File: src/rtl/edt_pkg.sv
// Package for the event dispatch table: sizes, opcodes and item types.
// Used by rtl/event_dispatch_table.sv; has no dependencies of its own.
package edt_pkg;

    localparam int TABLE_DEPTH  = 16;
    localparam int EVENT_BITS   = 32;
    localparam int HANDLER_BITS = 8;
    localparam int CAP_W        = 5;
    localparam int OP_W         = 2;
    localparam int IDX_W        = (TABLE_DEPTH > 1) ? $clog2(TABLE_DEPTH) : 1;
    localparam int CNT_W        = $clog2(TABLE_DEPTH + 1);
    localparam logic [CAP_W-1:0] CAP_RESET = CAP_W'(16);

    typedef enum logic [OP_W-1:0] {
        OP_BIND_EXACT  = 2'd0,
        OP_BIND_FILTER = 2'd1,
        OP_DISPATCH    = 2'd2,
        OP_RESERVED    = 2'd3
    } opcode_t;

    typedef struct packed {
        logic [OP_W-1:0]         opcode;
        logic [EVENT_BITS-1:0]   event_code;
        logic [HANDLER_BITS-1:0] handler_id;
        logic [EVENT_BITS-1:0]   set_pattern;
        logic [EVENT_BITS-1:0]   set_mask;
        logic [EVENT_BITS-1:0]   clear_pattern;
        logic [EVENT_BITS-1:0]   clear_mask;
    } in_item_t;

    typedef struct packed {
        logic                    status;
        logic [HANDLER_BITS-1:0] matched_handler;
        logic                    has_handler;
        logic                    last;
    } out_item_t;

    // one table entry as held in the entry memory
    typedef struct packed {
        logic [EVENT_BITS-1:0]   code_or_pattern;
        logic [EVENT_BITS-1:0]   set_mask;
        logic [EVENT_BITS-1:0]   clear_pattern;
        logic [HANDLER_BITS-1:0] handler;
    } entry_t;

endpackage

File: src/rtl/event_dispatch_table.sv
// Event dispatch table: sorted exact-code region plus masked filters.
// Depends on rtl/edt_pkg.sv (sizes, opcodes, item and entry types).
//
// Usage:
//   s_valid/s_ready/s_item carry one command item (bind exact, bind filter,
//   dispatch). m_valid/m_ready/m_item return results; each bind gives one
//   result, a dispatch gives one exact hit, one result per accepting filter
//   (last set on the final one), or a single error result.
//   cfg_wr_en/cfg_wr_data write table_capacity; write only while idle.
// Sequence (one memory read port, registered read data): a bind filter, a
//   reserved opcode or a full table goes straight to the result state. Exact
//   binds and dispatches first binary-search the exact region, up to
//   log2(depth)+1 probes, each a read then a compare. A replaced code or an exact
//   dispatch hit then answers; a new exact code first moves every entry above it up
//   one by read then write; a miss scans all filters, matches coming out meanwhile.
//   One item at a time; s_ready is high only between items.
// Reset: counts clear, capacity returns to 16, entry memory is not cleared
//   (never read before written).
// Stall: a held result in the output register blocks the next result;
//   the scan pauses until the receiver takes it, nothing is dropped.
module event_dispatch_table (
    input  logic                aclk,
    input  logic                aresetn,
    input  logic                s_valid,
    output logic                s_ready,
    input  edt_pkg::in_item_t   s_item,
    output logic                m_valid,
    input  logic                m_ready,
    output edt_pkg::out_item_t  m_item,
    input  logic                cfg_wr_en,
    input  logic [edt_pkg::CAP_W-1:0] cfg_wr_data
);

    typedef enum logic [8:0] {
        ST_IDLE     = 9'b000000001,
        ST_SRCH_RD  = 9'b000000010,
        ST_SRCH_CMP = 9'b000000100,
        ST_SHIFT_RD = 9'b000001000,
        ST_SHIFT_WR = 9'b000010000,
        ST_SCAN_RD  = 9'b000100000,
        ST_SCAN_CMP = 9'b001000000,
        ST_SCAN_END = 9'b010000000,
        ST_RESP     = 9'b100000000
    } state_t;

    localparam int CNT_W = edt_pkg::CNT_W;
    localparam int IDX_W = edt_pkg::IDX_W;

    // entry memory
    edt_pkg::entry_t mem [edt_pkg::TABLE_DEPTH];
    edt_pkg::entry_t rd_data_reg;
    logic            mem_we, mem_re;
    logic [IDX_W-1:0] mem_waddr, mem_raddr;
    edt_pkg::entry_t mem_wdata;

    always_ff @(posedge aclk) begin
        if (mem_we) begin
            mem[mem_waddr] <= mem_wdata;
        end
        if (mem_re) begin
            rd_data_reg <= mem[mem_raddr];
        end
    end

    // control and working registers
    state_t state_reg, state_next;
    logic [edt_pkg::OP_W-1:0]         op_reg, op_next;
    logic [edt_pkg::EVENT_BITS-1:0]   ev_reg, ev_next;
    logic [edt_pkg::HANDLER_BITS-1:0] hd_reg, hd_next;
    logic [CNT_W-1:0] lo_reg, lo_next, hi_reg, hi_next, mid_reg, mid_next;
    logic [CNT_W-1:0] idx_reg, idx_next;
    logic [CNT_W-1:0] exact_cnt_reg, exact_cnt_next;
    logic [CNT_W-1:0] filter_cnt_reg, filter_cnt_next;
    logic [edt_pkg::CAP_W-1:0] cap_reg;
    logic pend_valid_reg, pend_valid_next;
    logic [edt_pkg::HANDLER_BITS-1:0] pend_hd_reg, pend_hd_next;
    edt_pkg::out_item_t resp_reg, resp_next;
    logic m_valid_reg, m_valid_next;
    edt_pkg::out_item_t m_item_reg, m_item_next;

    // derived values
    logic [CNT_W-1:0] fill;
    logic             full;
    logic [CNT_W:0]   mid_sum;
    logic [CNT_W-1:0] mid_calc;
    logic [CNT_W-1:0] idx_m1;
    logic             can_emit;
    logic             filter_hit;

    assign fill     = exact_cnt_reg + filter_cnt_reg;
    assign full     = 32'(fill) >= ((32'(cap_reg) > 32'(edt_pkg::TABLE_DEPTH)) ?
                      32'(edt_pkg::TABLE_DEPTH) : 32'(cap_reg));
    assign mid_sum  = {1'b0, lo_reg} + {1'b0, hi_reg};
    assign mid_calc = mid_sum[CNT_W:1];
    assign idx_m1   = idx_reg - CNT_W'(1);
    assign can_emit = !m_valid_reg || m_ready;
    assign filter_hit =
        ((rd_data_reg.set_mask & ev_reg) == rd_data_reg.code_or_pattern) &&
        ((rd_data_reg.clear_pattern & ~ev_reg) == rd_data_reg.clear_pattern);

    assign s_ready = (state_reg == ST_IDLE);
    assign m_valid = m_valid_reg;
    assign m_item  = m_item_reg;

    // sequencer
    always_comb begin
        state_next      = state_reg;
        op_next         = op_reg;
        ev_next         = ev_reg;
        hd_next         = hd_reg;
        lo_next         = lo_reg;
        hi_next         = hi_reg;
        mid_next        = mid_reg;
        idx_next        = idx_reg;
        exact_cnt_next  = exact_cnt_reg;
        filter_cnt_next = filter_cnt_reg;
        pend_valid_next = pend_valid_reg;
        pend_hd_next    = pend_hd_reg;
        resp_next       = resp_reg;
        m_valid_next    = m_valid_reg && !m_ready;
        m_item_next     = m_item_reg;
        mem_we          = 1'b0;
        mem_waddr       = '0;
        mem_wdata       = rd_data_reg;
        mem_re          = 1'b0;
        mem_raddr       = '0;

        case (state_reg)
            ST_IDLE: begin
                if (s_valid) begin
                    op_next         = s_item.opcode;
                    ev_next         = s_item.event_code;
                    hd_next         = s_item.handler_id;
                    lo_next         = '0;
                    hi_next         = exact_cnt_reg;
                    pend_valid_next = 1'b0;
                    resp_next       = '{status: 1'b1, matched_handler: '0,
                                        has_handler: 1'b0, last: 1'b1};
                    case (s_item.opcode)
                        edt_pkg::OP_BIND_EXACT: begin
                            state_next = full ? ST_RESP : ST_SRCH_RD;
                        end
                        edt_pkg::OP_BIND_FILTER: begin
                            if (!full) begin
                                mem_we    = 1'b1;
                                mem_waddr = fill[IDX_W-1:0];
                                mem_wdata = '{
                                    code_or_pattern: s_item.set_pattern & s_item.set_mask,
                                    set_mask:        s_item.set_mask,
                                    clear_pattern:   s_item.clear_pattern & s_item.clear_mask,
                                    handler:         s_item.handler_id};
                                filter_cnt_next  = filter_cnt_reg + CNT_W'(1);
                                resp_next.status = 1'b0;
                            end
                            state_next = ST_RESP;
                        end
                        edt_pkg::OP_DISPATCH: begin
                            state_next = ST_SRCH_RD;
                        end
                        default: begin
                            state_next = ST_RESP;
                        end
                    endcase
                end
            end

            // binary search over the exact region, each probe a read then a compare
            ST_SRCH_RD: begin
                if (lo_reg < hi_reg) begin
                    mem_re     = 1'b1;
                    mem_raddr  = mid_calc[IDX_W-1:0];
                    mid_next   = mid_calc;
                    state_next = ST_SRCH_CMP;
                end else if (op_reg == edt_pkg::OP_BIND_EXACT) begin
                    idx_next   = fill;
                    state_next = ST_SHIFT_RD;
                end else begin
                    idx_next   = exact_cnt_reg;
                    state_next = ST_SCAN_RD;
                end
            end

            ST_SRCH_CMP: begin
                if (rd_data_reg.code_or_pattern < ev_reg) begin
                    lo_next    = mid_reg + CNT_W'(1);
                    state_next = ST_SRCH_RD;
                end else if (rd_data_reg.code_or_pattern > ev_reg) begin
                    hi_next    = mid_reg;
                    state_next = ST_SRCH_RD;
                end else if (op_reg == edt_pkg::OP_BIND_EXACT) begin
                    // code present: replace the handler only
                    mem_we            = 1'b1;
                    mem_waddr         = mid_reg[IDX_W-1:0];
                    mem_wdata         = rd_data_reg;
                    mem_wdata.handler = hd_reg;
                    resp_next.status  = 1'b0;
                    state_next        = ST_RESP;
                end else begin
                    resp_next  = '{status: 1'b0, matched_handler: rd_data_reg.handler,
                                   has_handler: 1'b1, last: 1'b1};
                    state_next = ST_RESP;
                end
            end

            // move entries up from the top down to the insert point
            ST_SHIFT_RD: begin
                if (idx_reg > lo_reg) begin
                    mem_re     = 1'b1;
                    mem_raddr  = idx_m1[IDX_W-1:0];
                    state_next = ST_SHIFT_WR;
                end else begin
                    mem_we           = 1'b1;
                    mem_waddr        = lo_reg[IDX_W-1:0];
                    mem_wdata        = '{code_or_pattern: ev_reg, set_mask: '0,
                                         clear_pattern: '0, handler: hd_reg};
                    exact_cnt_next   = exact_cnt_reg + CNT_W'(1);
                    resp_next.status = 1'b0;
                    state_next       = ST_RESP;
                end
            end

            ST_SHIFT_WR: begin
                mem_we     = 1'b1;
                mem_waddr  = idx_reg[IDX_W-1:0];
                mem_wdata  = rd_data_reg;
                idx_next   = idx_m1;
                state_next = ST_SHIFT_RD;
            end

            // filter scan; one match is held back so last can be marked
            ST_SCAN_RD: begin
                if (idx_reg < fill) begin
                    mem_re     = 1'b1;
                    mem_raddr  = idx_reg[IDX_W-1:0];
                    state_next = ST_SCAN_CMP;
                end else begin
                    state_next = ST_SCAN_END;
                end
            end

            ST_SCAN_CMP: begin
                if (!filter_hit) begin
                    idx_next   = idx_reg + CNT_W'(1);
                    state_next = ST_SCAN_RD;
                end else if (!pend_valid_reg || can_emit) begin
                    if (pend_valid_reg) begin
                        m_valid_next = 1'b1;
                        m_item_next  = '{status: 1'b0, matched_handler: pend_hd_reg,
                                         has_handler: 1'b1, last: 1'b0};
                    end
                    pend_valid_next = 1'b1;
                    pend_hd_next    = rd_data_reg.handler;
                    idx_next        = idx_reg + CNT_W'(1);
                    state_next      = ST_SCAN_RD;
                end
            end

            ST_SCAN_END: begin
                if (can_emit) begin
                    m_valid_next = 1'b1;
                    if (pend_valid_reg) begin
                        m_item_next = '{status: 1'b0, matched_handler: pend_hd_reg,
                                        has_handler: 1'b1, last: 1'b1};
                    end else begin
                        m_item_next = '{status: 1'b1, matched_handler: '0,
                                        has_handler: 1'b0, last: 1'b1};
                    end
                    state_next = ST_IDLE;
                end
            end

            ST_RESP: begin
                if (can_emit) begin
                    m_valid_next = 1'b1;
                    m_item_next  = resp_reg;
                    state_next   = ST_IDLE;
                end
            end

            default: begin
                state_next = ST_IDLE;
            end
        endcase
    end

    // registers
    always_ff @(posedge aclk) begin
        if (!aresetn) begin
            state_reg      <= ST_IDLE;
            exact_cnt_reg  <= '0;
            filter_cnt_reg <= '0;
            cap_reg        <= edt_pkg::CAP_RESET;
            pend_valid_reg <= 1'b0;
            m_valid_reg    <= 1'b0;
        end else begin
            state_reg      <= state_next;
            exact_cnt_reg  <= exact_cnt_next;
            filter_cnt_reg <= filter_cnt_next;
            pend_valid_reg <= pend_valid_next;
            m_valid_reg    <= m_valid_next;
            if (cfg_wr_en) begin
                cap_reg <= cfg_wr_data;
            end
        end
    end

    always_ff @(posedge aclk) begin
        op_reg      <= op_next;
        ev_reg      <= ev_next;
        hd_reg      <= hd_next;
        lo_reg      <= lo_next;
        hi_reg      <= hi_next;
        mid_reg     <= mid_next;
        idx_reg     <= idx_next;
        pend_hd_reg <= pend_hd_next;
        resp_reg    <= resp_next;
        m_item_reg  <= m_item_next;
    end

endmodule

File: config.mk
export PLATFORM = sky130hd
export DESIGN_NAME = event_dispatch_table
export DESIGN_NICKNAME = d
export VERILOG_FILES = /design/src/rtl/edt_pkg.sv /design/src/rtl/event_dispatch_table.sv
export SDC_FILE = /design/constraint.sdc
export NUM_CORES = 2
export LEC_CHECK = 0
export ABC_AREA = 0
export BUFFER_PORTS_ARGS = -buffer_cell sky130_fd_sc_hd__buf_2
export CORE_AREA = 2 2 269 469
export CTS_CLUSTER_DIAMETER = 150
export DETAILED_ROUTE_END_ITERATION = 16
export DIE_AREA = 0 0 271 471
export PLACE_DENSITY = 0.78
export SLEW_MARGIN = 10
export SYNTH_ARGS = -nofsm -noshare
export SYNTH_HDL_FRONTEND = slang
export SYNTH_SLANG_ARGS = --single-unit
File: constraint.sdc
create_clock -name aclk -period 10.2 [get_ports aclk]
set_clock_uncertainty 0.05 [all_clocks]
set_input_delay 2.04 -clock aclk [delete_from_list [all_inputs] [get_ports aclk]]
set_output_delay 2.04 -clock aclk [all_outputs]
set_load 0.005 [all_outputs]
==> impl_metrics.yaml <==
layout:
  syn2layout_area_growth_pct: 10.5
  finalNetCount: 5298
  largest_reg_flops: 1664
  layout-drive-gt1-share: 0.104
  fillers: 8007
clock_tree:
  clock_sinks: 1885
  cts_tree: "done"
  post_cts_buffers: 0
  cts_max_level: 4
  cts_inserted_buffers: 158
  path_clk_slew_ns: 0.07
  cts-root-buf: "clkbuf_16"
  cts_buffer_depth: 3
  ctsHoldBuffers: 0
  clkLatencyLatePin_ns: 0.81
  post_cts_resized: 0
sta:
  fmax_mhz: 155
  fin_crit_ns: 6.46
  finalSetupViolCount: 0
  tightest_slew_ns: 1.19
  finalSetupTns_ns: 0
  fin_crit_sh: 0.634
  maxSlewViolCount: 0
  slew_headroom: 0.204
  fin_hold_ws_ns: 0.430
  rsz0062_at_grt: "no"
  hold_violations: 0
grt:
  grt_pass1_wl_mm: 295
  grt-ovfl-total: 0
  grtUsageTotal: 0.319
  antenna_found_initial: 5
  grt_pass1_vias: 45138
  grt_max_degree: 128
worst_setup_path:
  critical_path_class: "flop to flop"
  crit_arrival_ns: 6.81
  required_ns: 10.54
  startpoint_type: "flop"
  endpoint_kind: "flop"
  cp_max_fo: 53
synth:
  synthFlopType: "edfxtp_1"
  synth_seq_cells: 1885
  yosysUniqueCellTypes: 77
  syn_area_mm2: 0.0750
  synth_seq_area_share: 0.751
  yosysTopAreaCell: "edfxtp_1"
  async_flop_share: 0
  syn_avg_cell_area_um2: 15.3
  synth_edf_count: 1859
  synthesis.nets: 5144
  synth_top_area_frac: 0.744
  ys_top_cells_by_area: "edfxtp_1 74%, mux2i_1 6.9%, nand2_1 4.2%"
  synth.most_common_cell: "edfxtp_1"
  netlist_top_cells_count: "1859 x edfxtp_1, 833 x nand2_1, 517 x mux2i_1"
  ys_warn_count: 0
  synthCells: 4903
route:
  wl_per_cell_um: 30.0
  firstDrtPassIters: 7
  num_vias: 45689
  via_per_inst: 6.69
  drt_iter0_drc: 6491
  drt.antenna.violating_nets: 0
  drcViolationCount: 0
  routed_wl_mm: 205
power:
  leakage_nw: 31.3
  pwr-share-comb: 0.084
  swShare: 0.232
  vdd_drop_max_mv: 0.179
  p_sw_mw: 3.87
  pwr-share-seq: 0.556
  internal-power_mw: 12.8
  power_density_mw_per_mm2: 201
  pwr-share-clk: 0.360
placed_design:
  hpwl_mm: 110
  io_buffers: 192
  gp_congestion: 0.960
floorplanning:
  ioPinCount: 193
  start_util: 0.606
  fp.dieH_um: 471
  coreArea_mm2: 0.124
  chipWidth_um: 271
  dieArea_mm2: 0.128
  rows: 171
worst_hold_path:
  hp-class: "flop to flop"
outcome:
  status: "finished, final reports clean"
run:
  maxCapViolations: 0
-- final timing paths --
path | slack, ns | depth (start not counted) | startpoint | end
max | 3.74 | 15 | exact_cnt_reg[0]$_SDFFE_PN0P_ | mem[7][28]$_DFFE_PP_
min | 0.43 | 0 | rd_data_reg[3]$_DFFE_PP_ | pend_hd_reg[3]$_DFFE_PP_
max reg2reg | 3.74 | 15 | exact_cnt_reg[0]$_SDFFE_PN0P_ | mem[7][28]$_DFFE_PP_
min reg2reg | 0.43 | 0 | rd_data_reg[3]$_DFFE_PP_ | pend_hd_reg[3]$_DFFE_PP_
-- logic make-up (layout without fill, tap and decap cells) --
family / after synthesis / count (layout) / share of synthesized area
other cells: 0 / 4 / 0
compound gates: 859 / 859 / 0.0745
simple gates: 1207 / 1207 / 0.0706
mux: 517 / 517 / 0.0690
buf+inv: 326 / 609 / 0.0191
flops: 1885 / 1885 / 0.751
xor+xnor: 48 / 48 / 0.00560
fa+ha+maj: 61 / 61 / 0.0104
-- metal layers --
layer,up-vias,global-route usage,share of wire
li1,19168,-,-
met1,22634,0.405,0.34
met2,3208,0.516,0.48
met3,675,0.0706,0.12
met4,4,0.170,0.059
met5,-,0,0.00013
-- worst max-delay path: stages, from the launching register on --
cell       delay (ns)
dfxtp_1          0.39
ha_1             0.26
fa_1             0.44
xnor2_1          0.34
inv_1            0.15
ha_1             0.30
a21oi_1          0.24
o21ai_0          0.19
a2111oi_2        0.42
buf_4            0.24
and2_4           0.49
a221o_1          0.27
nand2_1          0.26
nor2_4           0.17
buf_4            0.80
buf_4            0.90
-- power groups by stage --
stage,clock (mW),sequential (mW),combinational (mW)
final,5.99,9.26,1.40
after global routing,6.30,9.26,1.50
after CTS,6.02,9.25,1.37
after detailed placement,0,9.42,1.36
after global placement,0,9.42,1.31
after floorplan,0,9.36,0.831
-- layout make-up --
cell class              instances  area (um^2)  area share
well taps                    1643         2060      0.0248
clock inverters               100          880      0.0106
inverters                      61          229     0.00276
clock buffers                 189         4200      0.0506
diodes                          4         10.0    0.000121
flip-flops and latches       1885        56300       0.679
repair buffers                259         1700      0.0205
multi-input cells            2692        17500       0.211
-- metrics by stage --
stage	util	setup WS [ns]	cells	area [um^2]	total power, mW
after detailed placement	0.628	3.86	6540	77800	10.8
after floorplan	-	1.20	4903	75000	10.2
after global routing	0.669	3.63	6831	82900	17.1
final	0.669	3.74	6833	82900	16.6
after global placement	0.628	3.92	6540	77800	10.7
after CTS	0.669	3.83	6829	82900	16.6
-- cells in the final DEF, fill, tap and decap left out, types with 53 or more instances in the layout --
master,netlist,layout
o22ai_1,214,214
mux2i_1,517,517
inv_1,60,59
a21oi_1,345,345
or3_1,65,64
nor2_1,89,73
nand2_1,833,831
edfxtp_1,1859,1859
buf_2,101,192
or4_1,54,53
ha_1,59,59
clkbuf_16,0,164
Power figures use the tool's default switching activity.
